--- src/rtl/core/svfp_pkg.sv ---
`timescale 1ns / 1ps
package svfp_pkg;

  localparam int SVID_CAP = 32;
  localparam int ID_AW    = $clog2(SVID_CAP);
  localparam int ID_CW    = $clog2(SVID_CAP + 1);
  localparam int MAX_CHARS = 31;

  localparam logic [7:0] TAG_PDU    = 8'h60;
  localparam logic [7:0] TAG_NOASDU = 8'h80;
  localparam logic [7:0] TAG_SEQ    = 8'hA2;
  localparam logic [7:0] TAG_SET    = 8'h30;
  localparam logic [7:0] TAG_ID     = 8'h80;
  localparam logic [7:0] TAG_CNT    = 8'h82;

  localparam logic [15:0] ETH_TYPE_OFF  = 16'd13;
  localparam logic [15:0] VLAN_TYPE_OFF = 16'd17;

  localparam logic [0:0] REG_SV_ETHERTYPE   = 1'b0;
  localparam logic [0:0] REG_VLAN_ETHERTYPE = 1'b1;

  typedef enum logic [2:0] {
    PH_ETH, PH_SVHDR, PH_SKIP, PH_CONTENT, PH_DONE, PH_TAG, PH_LEN, PH_LENX
  } phase_t;

  typedef enum logic [2:0] {
    LV_PDU, LV_NOASDU, LV_SEQ, LV_ASDU, LV_ELEM
  } level_t;

  typedef struct packed {
    logic             we;
    logic [ID_AW-1:0] addr;
    logic [7:0]       data;
  } id_wr_t;

  typedef struct packed {
    logic             valid;
    logic             ok;
    logic [15:0]      app_id;
    logic [15:0]      smp_cnt;
    logic [ID_CW-1:0] id_count;
  } frame_res_t;

endpackage

--- src/rtl/core/svfp_parser.sv ---
`timescale 1ns / 1ps
module svfp_parser (
  input  logic                      clk,
  input  logic                      rst_n,
  input  logic                      take,
  input  logic [7:0]                data_byte,
  input  logic                      end_of_frame,
  input  logic                      cfg_we,
  input  logic [0:0]                cfg_addr,
  input  logic [15:0]               cfg_wdata,
  output svfp_pkg::id_wr_t          id_wr,
  output svfp_pkg::frame_res_t      res
);
  import svfp_pkg::*;

  logic [15:0] sv_type_r, vlan_type_r;
  logic [15:0] off_r, off_nxt;
  phase_t      ph_r, ph_nxt;
  level_t      lv_r, lv_nxt;
  logic [7:0]  tag_r, tag_nxt;
  logic [31:0] acc_r, acc_nxt;
  logic [2:0]  left_r, left_nxt;
  logic [15:0] ts_r, ts_nxt;
  logic [15:0] app_r, app_nxt;
  logic [15:0] smp_r, smp_nxt;
  logic [1:0]  found_r, found_nxt;
  logic [33:0] pdu_end_r, pdu_end_nxt, seq_end_r, seq_end_nxt;
  logic [33:0] asdu_end_r, asdu_end_nxt, ee_r, ee_nxt;
  logic [ID_CW-1:0] cnt_r, cnt_nxt;
  logic        err_r, err_nxt;

  logic [33:0] off34, hdr_end, tlv_end, enc_end, svh_idx;
  logic        hdr_go, el_go;
  logic [31:0] len_val;
  logic [6:0]  nlen;
  logic [16:0] frame_bytes;

  assign off34 = {18'd0, off_r};
  assign hdr_end = off34 + 34'd1;
  assign tlv_end = hdr_end + {2'd0, len_val};
  assign svh_idx = off34 + 34'd8 - ee_r;
  assign nlen = data_byte[6:0];
  assign frame_bytes = {1'b0, off_r} + 17'd1;

  always_comb begin
    unique case (lv_r)
      LV_ASDU: enc_end = seq_end_r;
      LV_ELEM: enc_end = asdu_end_r;
      default: enc_end = pdu_end_r;
    endcase
  end

  always_comb begin
    off_nxt = off_r; ph_nxt = ph_r; lv_nxt = lv_r; tag_nxt = tag_r;
    acc_nxt = acc_r; left_nxt = left_r; ts_nxt = ts_r; app_nxt = app_r;
    smp_nxt = smp_r; found_nxt = found_r; pdu_end_nxt = pdu_end_r;
    seq_end_nxt = seq_end_r; asdu_end_nxt = asdu_end_r; ee_nxt = ee_r;
    cnt_nxt = cnt_r; err_nxt = err_r;
    hdr_go = 1'b0; el_go = 1'b0; len_val = acc_r;
    id_wr = '0;
    res = '0;

    if (!err_r) begin
      unique case (ph_r)
        PH_ETH: begin
          if (off_r >= 16'd12) begin
            ts_nxt = {ts_r[7:0], data_byte};
            if (off_r == ETH_TYPE_OFF) begin
              if (ts_nxt != vlan_type_r) begin
                if (ts_nxt != sv_type_r) err_nxt = 1'b1;
                else begin
                  ee_nxt = off34 + 34'd9;
                  ph_nxt = PH_SVHDR;
                end
              end
            end else if (off_r == VLAN_TYPE_OFF) begin
              if (ts_nxt != sv_type_r) err_nxt = 1'b1;
              else begin
                ee_nxt = off34 + 34'd9;
                ph_nxt = PH_SVHDR;
              end
            end
          end
        end
        PH_SVHDR: begin
          if (svh_idx < 34'd2) app_nxt = {app_r[7:0], data_byte};
          if (hdr_end == ee_r) begin
            ph_nxt = PH_TAG;
            lv_nxt = LV_PDU;
          end
        end
        PH_SKIP: begin
          if (hdr_end == ee_r) begin
            ph_nxt = PH_TAG;
            lv_nxt = LV_SEQ;
          end
        end
        PH_CONTENT: begin
          if (tag_r == TAG_ID) begin
            if (cnt_r < ID_CW'(SVID_CAP)) begin
              id_wr.we   = take;
              id_wr.addr = cnt_r[ID_AW-1:0];
              id_wr.data = data_byte;
              cnt_nxt    = cnt_r + 1'b1;
            end
          end else if (tag_r == TAG_CNT) begin
            smp_nxt = {smp_r[7:0], data_byte};
          end
          if (hdr_end == ee_r) el_go = 1'b1;
        end
        PH_DONE: ;
        default: begin
          if (lv_r != LV_PDU && off34 >= enc_end) err_nxt = 1'b1;
          else if (ph_r == PH_TAG) begin
            tag_nxt = data_byte;
            ph_nxt  = PH_LEN;
          end else if (ph_r == PH_LEN) begin
            if (!data_byte[7]) begin
              acc_nxt = {24'd0, data_byte};
              len_val = acc_nxt;
              hdr_go  = 1'b1;
            end else if (nlen == 7'd0 || nlen > 7'd4) begin
              err_nxt = 1'b1;
            end else begin
              left_nxt = nlen[2:0];
              acc_nxt  = '0;
              ph_nxt   = PH_LENX;
            end
          end else begin
            acc_nxt  = {acc_r[23:0], data_byte};
            left_nxt = left_r - 3'd1;
            len_val  = acc_nxt;
            hdr_go   = (left_nxt == 3'd0);
          end
        end
      endcase

      if (hdr_go) begin
        if (lv_r != LV_PDU && tlv_end > enc_end) err_nxt = 1'b1;
        else begin
          unique case (lv_r)
            LV_PDU: begin
              if (tag_r != TAG_PDU) err_nxt = 1'b1;
              else begin
                pdu_end_nxt = tlv_end;
                ph_nxt = PH_TAG; lv_nxt = LV_NOASDU;
              end
            end
            LV_NOASDU: begin
              if (tag_r != TAG_NOASDU) err_nxt = 1'b1;
              else begin
                ee_nxt = tlv_end;
                if (len_val == 32'd0) begin
                  ph_nxt = PH_TAG; lv_nxt = LV_SEQ;
                end else ph_nxt = PH_SKIP;
              end
            end
            LV_SEQ: begin
              if (tag_r != TAG_SEQ) err_nxt = 1'b1;
              else begin
                seq_end_nxt = tlv_end;
                ph_nxt = PH_TAG; lv_nxt = LV_ASDU;
              end
            end
            LV_ASDU: begin
              if (tag_r != TAG_SET || len_val == 32'd0) err_nxt = 1'b1;
              else begin
                asdu_end_nxt = tlv_end;
                ph_nxt = PH_TAG; lv_nxt = LV_ELEM;
              end
            end
            default: begin
              ee_nxt = tlv_end;
              if (tag_r == TAG_ID && len_val >= 32'(SVID_CAP)) err_nxt = 1'b1;
              else if (tag_r == TAG_CNT && len_val != 32'd2) err_nxt = 1'b1;
              else begin
                if (tag_r == TAG_ID) cnt_nxt = '0;
                if (tag_r == TAG_CNT) smp_nxt = '0;
                if (len_val == 32'd0) el_go = 1'b1;
                else ph_nxt = PH_CONTENT;
              end
            end
          endcase
        end
      end

      if (el_go) begin
        if (tag_r == TAG_ID) found_nxt[0] = 1'b1;
        else if (tag_r == TAG_CNT) found_nxt[1] = 1'b1;
        if (found_nxt == 2'b11) ph_nxt = PH_DONE;
        else if (ee_nxt >= asdu_end_r) err_nxt = 1'b1;
        else begin
          ph_nxt = PH_TAG; lv_nxt = LV_ELEM;
        end
      end
    end

    if (!end_of_frame) begin
      if (off_r == 16'hFFFF) err_nxt = 1'b1;
      else off_nxt = off_r + 16'd1;
    end else begin
      res.valid    = take;
      res.ok       = !err_nxt && ph_nxt == PH_DONE && pdu_end_nxt <= {17'd0, frame_bytes};
      res.app_id   = app_nxt;
      res.smp_cnt  = smp_nxt;
      res.id_count = cnt_nxt;
      off_nxt = '0; ph_nxt = PH_ETH; lv_nxt = LV_PDU; tag_nxt = '0; acc_nxt = '0;
      left_nxt = '0; ts_nxt = '0; app_nxt = '0; smp_nxt = '0; found_nxt = '0;
      pdu_end_nxt = '0; seq_end_nxt = '0; asdu_end_nxt = '0; ee_nxt = '0;
      cnt_nxt = '0; err_nxt = 1'b0;
    end
  end

  always_ff @(posedge clk) begin
    if (!rst_n) begin
      sv_type_r <= 16'h88BA; vlan_type_r <= 16'h8100;
      off_r <= '0; ph_r <= PH_ETH; lv_r <= LV_PDU; tag_r <= '0; acc_r <= '0;
      left_r <= '0; ts_r <= '0; app_r <= '0; smp_r <= '0; found_r <= '0;
      pdu_end_r <= '0; seq_end_r <= '0; asdu_end_r <= '0; ee_r <= '0;
      cnt_r <= '0; err_r <= 1'b0;
    end else begin
      if (cfg_we) begin
        unique case (cfg_addr)
          REG_SV_ETHERTYPE:   sv_type_r   <= cfg_wdata;
          REG_VLAN_ETHERTYPE: vlan_type_r <= cfg_wdata;
          default: ;
        endcase
      end
      if (take) begin
        off_r <= off_nxt; ph_r <= ph_nxt; lv_r <= lv_nxt; tag_r <= tag_nxt;
        acc_r <= acc_nxt; left_r <= left_nxt; ts_r <= ts_nxt; app_r <= app_nxt;
        smp_r <= smp_nxt; found_r <= found_nxt; pdu_end_r <= pdu_end_nxt;
        seq_end_r <= seq_end_nxt; asdu_end_r <= asdu_end_nxt; ee_r <= ee_nxt;
        cnt_r <= cnt_nxt; err_r <= err_nxt;
      end
    end
  end

endmodule

--- src/rtl/core/svfp_emitter.sv ---
`timescale 1ns / 1ps
module svfp_emitter (
  input  logic                  clk,
  input  logic                  rst_n,
  input  svfp_pkg::id_wr_t      id_wr,
  input  svfp_pkg::frame_res_t  res,
  output logic                  busy,
  output logic                  out_tvalid,
  input  logic                  out_tready,
  output logic [47:0]           out_tdata,
  output logic                  out_tuser,
  output logic                  out_tlast
);
  import svfp_pkg::*;

  logic [7:0]       id_mem [SVID_CAP];
  logic             busy_r;
  logic [ID_CW-1:0] idx_r, n_r, cnt_r;
  logic             ok_r;
  logic [15:0]      app_r, smp_r;
  logic             vld_r;
  logic [47:0]      data_r;
  logic             kind_r, last_r;
  logic             slot_free;
  logic [ID_CW-1:0] n_nxt;

  assign slot_free = !vld_r || out_tready;
  assign busy = busy_r;
  assign out_tvalid = vld_r;
  assign out_tdata = data_r;
  assign out_tuser = kind_r;
  assign out_tlast = last_r;
  assign n_nxt = (res.id_count < ID_CW'(MAX_CHARS)) ? res.id_count : ID_CW'(MAX_CHARS);

  always_ff @(posedge clk) begin
    if (id_wr.we) id_mem[id_wr.addr] <= id_wr.data;
  end

  always_ff @(posedge clk) begin
    if (!rst_n) begin
      busy_r <= 1'b0;
      vld_r  <= 1'b0;
    end else begin
      if (res.valid) begin
        busy_r <= 1'b1;
        idx_r  <= '0;
        n_r    <= res.ok ? n_nxt : '0;
        ok_r   <= res.ok;
        app_r  <= res.app_id;
        smp_r  <= res.smp_cnt;
        cnt_r  <= res.id_count;
      end
      if (slot_free) begin
        vld_r <= 1'b0;
        if (busy_r) begin
          vld_r <= 1'b1;
          if (idx_r < n_r) begin
            data_r <= {40'd0, id_mem[idx_r[ID_AW-1:0]]};
            kind_r <= 1'b0;
            last_r <= 1'b0;
            idx_r  <= idx_r + 1'b1;
          end else begin
            if (ok_r) data_r <= {2'd0, 1'b0, cnt_r[4:0], smp_r, app_r, 8'd0};
            else      data_r <= {2'd0, 1'b1, 45'd0};
            kind_r <= 1'b1;
            last_r <= 1'b1;
            busy_r <= 1'b0;
          end
        end
      end
    end
  end

endmodule

--- src/rtl/core/sampled_values_frame_parser.sv ---
`timescale 1ns / 1ps
// Sampled values frame parser: takes one frame byte per cycle while in_tready
// is high (tlast on the final byte) and, at frame end, sends the svID characters
// (only for a frame that parsed ok) then a summary transfer with appID, smpCnt,
// svID length and status. Input is stalled from the final byte until the summary
// has been loaded into the output register; the svID buffer is read one
// character per cycle while the output does not stall.
module sampled_values_frame_parser (
  input  logic        clk,
  input  logic        rst_n,
  input  logic        in_tvalid,
  output logic        in_tready,
  input  logic [7:0]  in_tdata,   // data_byte
  input  logic        in_tlast,   // end_of_frame
  output logic        out_tvalid,
  input  logic        out_tready,
  output logic [47:0] out_tdata,  // id_char, application_id, sample_count, id_length, parse_status
  output logic        out_tuser,  // item_kind
  output logic        out_tlast,  // last_of_run
  input  logic        cfg_we,
  input  logic [0:0]  cfg_addr,
  input  logic [15:0] cfg_wdata
);
  import svfp_pkg::*;

  id_wr_t     id_wr;
  frame_res_t res;
  logic       busy;
  logic       take;

  assign in_tready = !busy;
  assign take = in_tvalid && in_tready;

  svfp_parser u_parser (
    .clk, .rst_n, .take, .data_byte(in_tdata), .end_of_frame(in_tlast),
    .cfg_we, .cfg_addr, .cfg_wdata, .id_wr, .res
  );

  svfp_emitter u_emitter (
    .clk, .rst_n, .id_wr, .res, .busy,
    .out_tvalid, .out_tready, .out_tdata, .out_tuser, .out_tlast
  );

endmodule
--- config.mk ---
export PLATFORM = sky130hd
export DESIGN_NAME = sampled_values_frame_parser
export DESIGN_NICKNAME = d
export VERILOG_FILES = /design/src/rtl/core/svfp_pkg.sv /design/src/rtl/core/svfp_parser.sv /design/src/rtl/core/svfp_emitter.sv /design/src/rtl/core/sampled_values_frame_parser.sv
export SDC_FILE = /design/constraint.sdc
export NUM_CORES = 2
export LEC_CHECK = 0
export BUFFER_PORTS_ARGS = -buffer_cell sky130_fd_sc_hd__buf_2
export CAP_MARGIN = 20
export CORE_ASPECT_RATIO = 0.9
export CORE_UTILIZATION = 57
export DETAILED_ROUTE_END_ITERATION = 10
export PLACE_DENSITY = 0.75
export SKIP_LAST_GASP = 1
export SYNTH_ARGS = -nofsm -noshare
export SYNTH_HDL_FRONTEND = slang
export SYNTH_SLANG_ARGS = --single-unit
--- constraint.sdc ---
create_clock -name clk -period 10.4 [get_ports clk]
set_input_delay 1.04 -clock clk [delete_from_list [all_inputs] [get_ports clk]]
set_output_delay 1.04 -clock clk [all_outputs]
set_load 0.1 [all_outputs]
=== Yosys cells after proc, flatten, opt, wreduce, memory -nomap -nowiden ===
Memories as Yosys holds them, arrays and structs flattened. A register that Yosys moved wholly into a read port is not among the register bits.
Index checks and enable logic that the tools add are counted.

* Memories kept: 1
* Input port bits: 31
* Register bits: 381
* RAM bits: 256

{| class="wikitable"
|+ Memory list
! memory !! depth !! width !! rd ports !! clocked after memory_dff !! wr ports !! RTL line !! RTL
|-
| u_emitter.id_mem || 32 || 8 || 1 || 1 || 1 || svfp_emitter.sv:16 || <nowiki>logic [7:0] id_mem [SVID_CAP];</nowiki>
|}

* Bitwise gates (word level): 2
* Reduce and logical (&&, ||, !) cells: 47
* Add/sub/neg operators: 10
* Muxes and demuxes: 208
* Equality and inequality tests: 36
* Magnitude comparators: 11

{| class="wikitable"
|+ Operators with widths
! kind !! count
|-
| 2-to-1 mux 34 bit || 30
|-
| 2-to-1 mux 32 bit || 15
|-
| 2-to-1 mux 16 bit || 17
|-
| 2-to-1 mux 3 bit || 48
|-
| one-hot mux 34 bit (2 select lines) || 2
|-
| 2-to-1 mux 6 bit || 15
|-
| 2-to-1 mux 8 bit || 10
|-
| 2-to-1 mux 14 bit || 4
|-
| 2-to-1 mux 1 bit || 54
|-
| 2-to-1 mux 46 bit || 1
|-
| 2-to-1 mux 40 bit || 1
|-
| adder 16 x 1 -> 17 bit, second input constant || 2
|-
| adder 16 x 4 -> 17 bit, second input constant || 2
|-
| adder 34 x 32 -> 34 bit || 1
|-
| == test 34 bit || 1
|-
| greater-or-equal comparator 16 x 34 -> 1 bit || 1
|-
| greater-or-equal comparator 34 bit || 1
|-
| greater-than comparator 34 bit || 1
|-
| <= comparator 34 x 17 -> 1 bit || 1
|-
| < comparator 34 x 2 -> 1 bit, second input constant || 1
|-
| subtractor 34 bit || 1
|-
| greater-or-equal comparator 32 x 6 -> 1 bit, second input constant || 1
|-
| zero test 32 bit || 1
|-
| != test 16 bit || 2
|-
| other kinds (49) || 101
|}

=== Depth between registers and ports, before layout ===
* Word-level depth: 30
* Gate-level depth with buffers: 62
* Gate-level depth less buffers: 53

=== Modules after synthesis ===
A second synthesis with hierarchy kept.

* Cell total of the unflattened synthesis: 3431
* Area, all modules: 34324.2 sq um

{| class="wikitable"
|+ Modules (own cells, without submodules)
! module !! times used !! seq. area each (sq um) !! cells an instance !! area an instance (sq um)
|-
| svfp_parser || 1 || 5605.4 || 2724 || 20352.0
|-
| svfp_emitter || 1 || 10740.3 || 705 || 13962.1
|-
| sampled_values_frame_parser || 1 || 0.0 || 2 || 10.0
|}

=== Least setup slack after synthesis ===
No wires, ideal clock.

* Path type: register to register
* Start: register u_parser.lv_r[2]
* End: register u_emitter.n_r[0], data pin
* Stages on the path, launching flop included: 59
* Clock period less this slack: 11514 ps
* Arrival: 11338 ps
* Slack: -1114 ps
* Cells stage by stage: dfxtp_1 buf_4 buf_2 buf_1 clkbuf_1 clkbuf_1 or3_1 o21ai_0 nand2_1 o221ai_1 ha_1 a21o_1 a21oi_1 o21a_1 nand2_1 o311a_4 a21boi_2 clkbuf_1 (+23 left out) clkbuf_1 clkbuf_1 buf_1 a21oi_1 ha_1 a21o_1 a21oi_1 o221ai_1 a211oi_1 o21ai_0 a2111oi_0 o21ai_0 a32oi_1 nand2b_1 nor2b_1 a211oi_1 o2111ai_2 nor4_1

* Longest elaborated chain between the ends: 23
* Elaborated cells between the ends (all ways): 91
* Those cells by class: 1 x add/sub; 6 x order compare; 6 x eq/ne; 65 x mux; 13 x reduce/logical

{| class="wikitable"
|+ RTL lines
! what !! RTL line !! RTL
|-
| start: declaration || svfp_parser.sv:19 || <nowiki>level_t lv_r, lv_nxt;</nowiki>
|-
| start signal: assignment || svfp_parser.sv:230 || <nowiki>off_r <= off_nxt; ph_r <= ph_nxt; lv_r <= lv_nxt; tag_r <= tag_nxt;</nowiki>
|-
| == test 3 bit or == test 3 x 2 -> 1 bit (tied branches) || svfp_parser.sv:46, svfp_parser.sv:141 ||
|-
| one-hot mux 34 bit (2 select lines) || svfp_parser.sv:46 || <nowiki>unique case (lv_r)</nowiki>
|-
| greater-or-equal comparator 16 x 34 -> 1 bit || svfp_parser.sv:113 || <nowiki>if (lv_r != LV_PDU && off34 >= enc_end) err_nxt = 1'b1;</nowiki>
|-
| logical AND 1 bit || svfp_parser.sv:113 ||
|-
| 2-to-1 mux 32 bit || svfp_parser.sv:113 ||
|-
| 2-to-1 mux 32 bit || svfp_parser.sv:64 || <nowiki>unique case (ph_r)</nowiki>
|-
| 2-to-1 mux 32 bit (2 in series) || svfp_parser.sv:63 || <nowiki>if (!err_r) begin</nowiki>
|-
| adder 34 x 32 -> 34 bit || svfp_parser.sv:40 || <nowiki>assign tlv_end = hdr_end + {2'd0, len_val};</nowiki>
|-
| (+5 left out) || - ||
|-
| greater-or-equal comparator 34 bit || svfp_parser.sv:191 || <nowiki>else if (ee_nxt >= asdu_end_r) err_nxt = 1'b1;</nowiki>
|-
| 2-to-1 mux 3 bit or 2-to-1 mux 1 bit (tied branches) || svfp_parser.sv:191 ||
|-
| 2-to-1 mux 3 bit or 2-to-1 mux 1 bit (tied branches) || svfp_parser.sv:190 || <nowiki>if (found_nxt == 2'b11) ph_nxt = PH_DONE;</nowiki>
|-
| 2-to-1 mux 3 bit or 2-to-1 mux 1 bit (tied branches) || svfp_parser.sv:187 || <nowiki>if (el_go) begin</nowiki>
|-
| 2-to-1 mux 3 bit or 2-to-1 mux 1 bit (tied branches) || svfp_parser.sv:63 ||
|-
| == test 3 bit or zero test 1 bit (tied branches) || svfp_parser.sv:203 || <nowiki>res.ok = !err_nxt && ph_nxt == PH_DONE && pdu_end_nxt <= {17'd0, frame_bytes};</nowiki>
|-
| logical AND 1 bit (2 in series) || svfp_parser.sv:203 ||
|-
| 2-to-1 mux 40 bit * || svfp_parser.sv:198 || <nowiki>if (!end_of_frame) begin</nowiki>
|-
| end signal: assignment || svfp_emitter.sv:47 || <nowiki>n_r <= res.ok ? n_nxt : '0;</nowiki>
|-
| end: declaration || svfp_emitter.sv:18 || <nowiki>logic [ID_CW-1:0] idx_r, n_r, cnt_r;</nowiki>
|}

Every way passes the cells marked *; elsewhere a longest branch is shown, timed or not. The select of a mux whose other input is x is not followed.
A chain may end at the register's enable or synchronous reset.

=== Worst setup path in the final report ===
* Start: register u_parser.lv_r[2]
* End: register u_emitter.n_r[1], data pin

The elaborated chain is that of the path after synthesis.

==> out/qor.json <==
{
  "layout_cell_share_with_drive_strength_beyond_1": {"value": 19.7, "unit": "%"},
  "maximum_clock_insertion_buffer_count": {"value": 3},
  "synthDistinctLibCells": {"value": 97},
  "crit_path_top_delay_cell": {"value": "o311a_4"},
  "ys_ff_latch": {"value": 640},
  "cts_buffers": {"value": 67},
  "synth_area": {"value": 34200, "unit": "um2"},
  "status": {"value": "finished, violations left"},
  "worst_path_most_repeated_cell": {"value": "buf_4"},
  "placeableCoreArea": {"value": 58900, "unit": "um2"},
  "post-route-worst-setup-slack": {"value": -35.2, "unit": "ps"},
  "antenna_violating_nets_post_route": {"value": 0},
  "die_h": {"value": 234, "unit": "um"},
  "antenna_cell_count": {"value": 0},
  "worstSetupEndpointType": {"value": "flip-flop"},
  "avgViaCountPerCell": {"value": 6.78},
  "grt_start_max_net_pins": {"value": 88},
  "worst_clock_skew": {"value": 33.0, "unit": "ps"},
  "globalRouteOverflowTotal": {"value": 0},
  "layout_common_cells": {"value": "381 x nor2_1, 353 x edfxtp_1, 283 x dfxtp_1"},
  "number_of_clock_sinks_seen_by_cts": {"value": 640},
  "grt_pass1_wl": {"value": 170000, "unit": "um"},
  "required": {"value": 10840, "unit": "ps"},
  "synth_edf_count": {"value": 353},
  "core.rowCount": {"value": 84},
  "routed-via-count": {"value": 30000},
  "yosys_warnings": {"value": 0},
  "netlist.top_cell.by_area": {"value": "edfxtp_1"},
  "power.ir.vdd_worst": {"value": 0.000107, "unit": "V"},
  "synthesis.instances": {"value": 3403},
  "dp_hpwl": {"value": 76800, "unit": "um"},
  "failed_checks": {"value": "setup timing"},
  "dieArea": {"value": 61000, "unit": "um2"},
  "post_synth_main_area_contributors": {"value": "edfxtp_1 31%, dfxtp_1 17%, ha_1 5.3%"},
  "worst_slew_pin_slew": {"value": 1160, "unit": "ps"},
  "hold_buffers": {"value": 0},
  "clock_period_minus_worst_slack": {"value": 10440, "unit": "ps"},
  "number_of_antenna_violations_at_the_first_check_in_global_routing": {"value": 4},
  "clkTransAtPathRegs": {"value": 60, "unit": "ps"},
  "fmax": {"value": 95.8, "unit": "MHz"},
  "post-place-cells": {"value": 4233},
  "wirelength": {"value": 116000, "unit": "um"},
  "report.final.hold_viol_count": {"value": 0},
  "final.period_utilization": {"value": 100, "unit": "%"},
  "min-delay-path-class": {"value": "flip-flop to flip-flop"},
  "cts_tree": {"value": "done"},
  "timing.critical_path.arrival": {"value": 10870, "unit": "ps"},
  "synth_seq_area_share": {"value": 47.8, "unit": "%"},
  "async_set_or_reset_flop_fraction_in_the_synthesized_netlist": {"value": 0, "unit": "%"},
  "route.detailed.wl_per_inst": {"value": 26.2, "unit": "um"},
  "slew_viol_final": {"value": 0},
  "finalNonFillerCells": {"value": 4421},
  "place.port_buffers": {"value": 80},
  "ctsHtreeMaxLevel": {"value": 3},
  "globalRouteTotalUtil": {"value": 36.7, "unit": "%"},
  "setup_violations": {"value": 2},
  "setup.worst_path.class": {"value": "flip-flop to flip-flop"},
  "synth_ff_type": {"value": "edfxtp_1"},
  "dr.first_iter.drc_count": {"value": 4099},
  "worstSetupStartpointType": {"value": "flip-flop"},
  "clock_latency": {"value": 640, "unit": "ps"},
  "area_delta_synth_final": {"value": 17.7, "unit": "%"},
  "synth_top_area_share": {"value": 31.0, "unit": "%"},
  "power-per-cell-area": {"value": 137, "unit": "nW/um2"},
  "nets": {"value": 3770},
  "place.gp.congestion": {"value": 1.08},
  "timing.max_slew.rel_slack": {"value": 22.6, "unit": "%"},
  "power_leakage": {"value": 14.5, "unit": "nW"},
  "count_of_max_cap_constraint_violations": {"value": 0},
  "floorplan.initialDensity": {"value": 58.2, "unit": "%"},
  "average_footprint_of_a_synthesized_cell": {"value": 10.1, "unit": "um2"},
  "fin_hold_ws": {"value": 470, "unit": "ps"},
  "grt_pass1_vias": {"value": 28100},
  "drt-pass1-iter-count": {"value": 6},
  "top_level_ports": {"value": 83},
  "clock_tree.root_cell": {"value": "clkbuf_16"},
  "critical_path_peak_fanout": {"value": 16},
  "worst_path_largest_cell_delay": {"value": 430, "unit": "ps"},
  "grt_setup_unrepaired": {"value": "true"},
  "chipWidth": {"value": 260, "unit": "um"},
  "most_frequent_standard_cell_in_the_layout_excluding_fill_and_tap_cells": {"value": "nor2_1"},
  "detail_route.drc_violations": {"value": 0}
}
area by class of cell:
type	count	area, um2
Inverter	116	453
Clock buffer	89	1870
Fill cell	4324	18600
Multi-Input combinational cell	2417	17400
Tap cell	774	968
Clock inverter	34	388
Timing Repair Buffer	351	2840
Sequential cell	640	16400
state kept, by name (all words and copies together) (netlist names), 16 cells and up, named ones only:
register / cells
u_parser.acc_r: 32
u_parser.app_r: 16
u_emitter.id_mem: 256
u_parser.seq_end_r: 33
u_emitter.out_tdata: 46
u_emitter.app_r: 16
u_parser.off_r: 16
u_parser.pdu_end_r: 34
u_parser.sv_type_r: 16
u_emitter.smp_r: 16
u_parser.smp_r: 16
u_parser.ee_r: 34
u_parser.vlan_type_r: 16
u_parser.asdu_end_r: 33
metal layers:
layer  wire (um)  track usage, %
met5          42               0
met3       11800            6.80
met4        7100            19.2
met1       44400            47.9
met2       52600            58.5
repair_timing:
action,4_1_cts,5_1_grt
setup endpoints to repair,9,13
buffers inserted,2,47
endpoints found under the hold margin,0,0
cloned,1,6
gates resized for setup,24,142
pin swaps,3,97
stage by stage:
stage | util, % | setup slack (ps) | total power, mW | instance area [um2] | setup TNS (ps)
floorplan | - | -8.89 | 2.98 | 34500 | -44.4
global placement | 61.9 | 90.9 | 3.08 | 36400 | 0
detailed placement | 62.0 | -231 | 3.09 | 36500 | -1110
CTS | 66.1 | 1.68 | 5.52 | 38900 | 0
global route | 68.4 | -410 | 5.65 | 40300 | -2500
finish | 68.4 | -35.2 | 5.53 | 40300 | -59.2
power by group:
| part | total (mW) | switching (mW) | internal, mW | leakage (nW) |
|---|---|---|---|---|
| clock | 2.48 | 1.07 | 1.41 | 1.10 |
| sequential | 2.70 | 0.0305 | 2.67 | 4.97 |
| combinational | 0.348 | 0.244 | 0.104 | 8.46 |
worst paths after layout:
check | start | cells past startpoint | slack (ps) | end
max | u_parser.lv_r[2]$_SDFFE_PN0P_ | 53 | -40 | u_emitter.n_r[1]$_SDFFCE_PN0P_
min | u_parser.vlan_type_r[14]$_SDFFE_PN0P_ | 2 | 470 | u_parser.vlan_type_r[14]$_SDFFE_PN0P_
max reg2reg | u_parser.lv_r[2]$_SDFFE_PN0P_ | 53 | -40 | u_emitter.n_r[1]$_SDFFCE_PN0P_
min reg2reg | u_parser.vlan_type_r[14]$_SDFFE_PN0P_ | 2 | 470 | u_parser.vlan_type_r[14]$_SDFFE_PN0P_
worst max-delay path, delay by kind of cell (launching register included):
kind / cells / cell delay (ps)
flip-flops: 1 / 370
adder cells (fa/ha/maj): 4 / 1000
buffers and inverters: 8 / 1400
AND/OR/NAND/NOR: 11 / 1560
AO/OA/AOI/OAI: 30 / 5860
kinds of logic after synthesis:
family | after synthesis | share of synthesized area (%)
multiplexers | 113 | 6.29
AND/OR/NAND/NOR | 1237 | 17.5
XOR/XNOR | 117 | 3.11
adder cells (fa/ha/maj) | 147 | 5.41
other | 1 | 0.0110
buffers and inverters | 349 | 4.05
flip-flops | 640 | 47.8
AO/OA/AOI/OAI | 799 | 15.9
cells in the mapped netlist (10+ instances only):
cell	n
o21a_1	15
and3_1	63
a22oi_1	165
dfxtp_1	287
nand3_1	119
nand2b_1	34
clkbuf_1	190
o21ai_1	10
or4_1	29
o221ai_1	31
nor3b_1	25
edfxtp_1	353
a21boi_0	18
mux4_2	80
nor2b_1	50
o31a_1	13
or3_1	24
nor3_1	59
a21o_1	51
buf_1	20
a21oi_1	173
o21ai_0	126
nor4_1	47
and2_1	24
buf_2	12
o211ai_1	16
nand2_1	283
mux2_2	16
xor2_1	54
nand3b_1	10
nor2_1	395
a31oi_1	42
ha_1	144
nand4_1	46
mux2i_1	17
a211oi_1	14
inv_1	115
xnor2_1	60
a22o_1	29
Note: power is estimated with default switching activity, not from simulation.
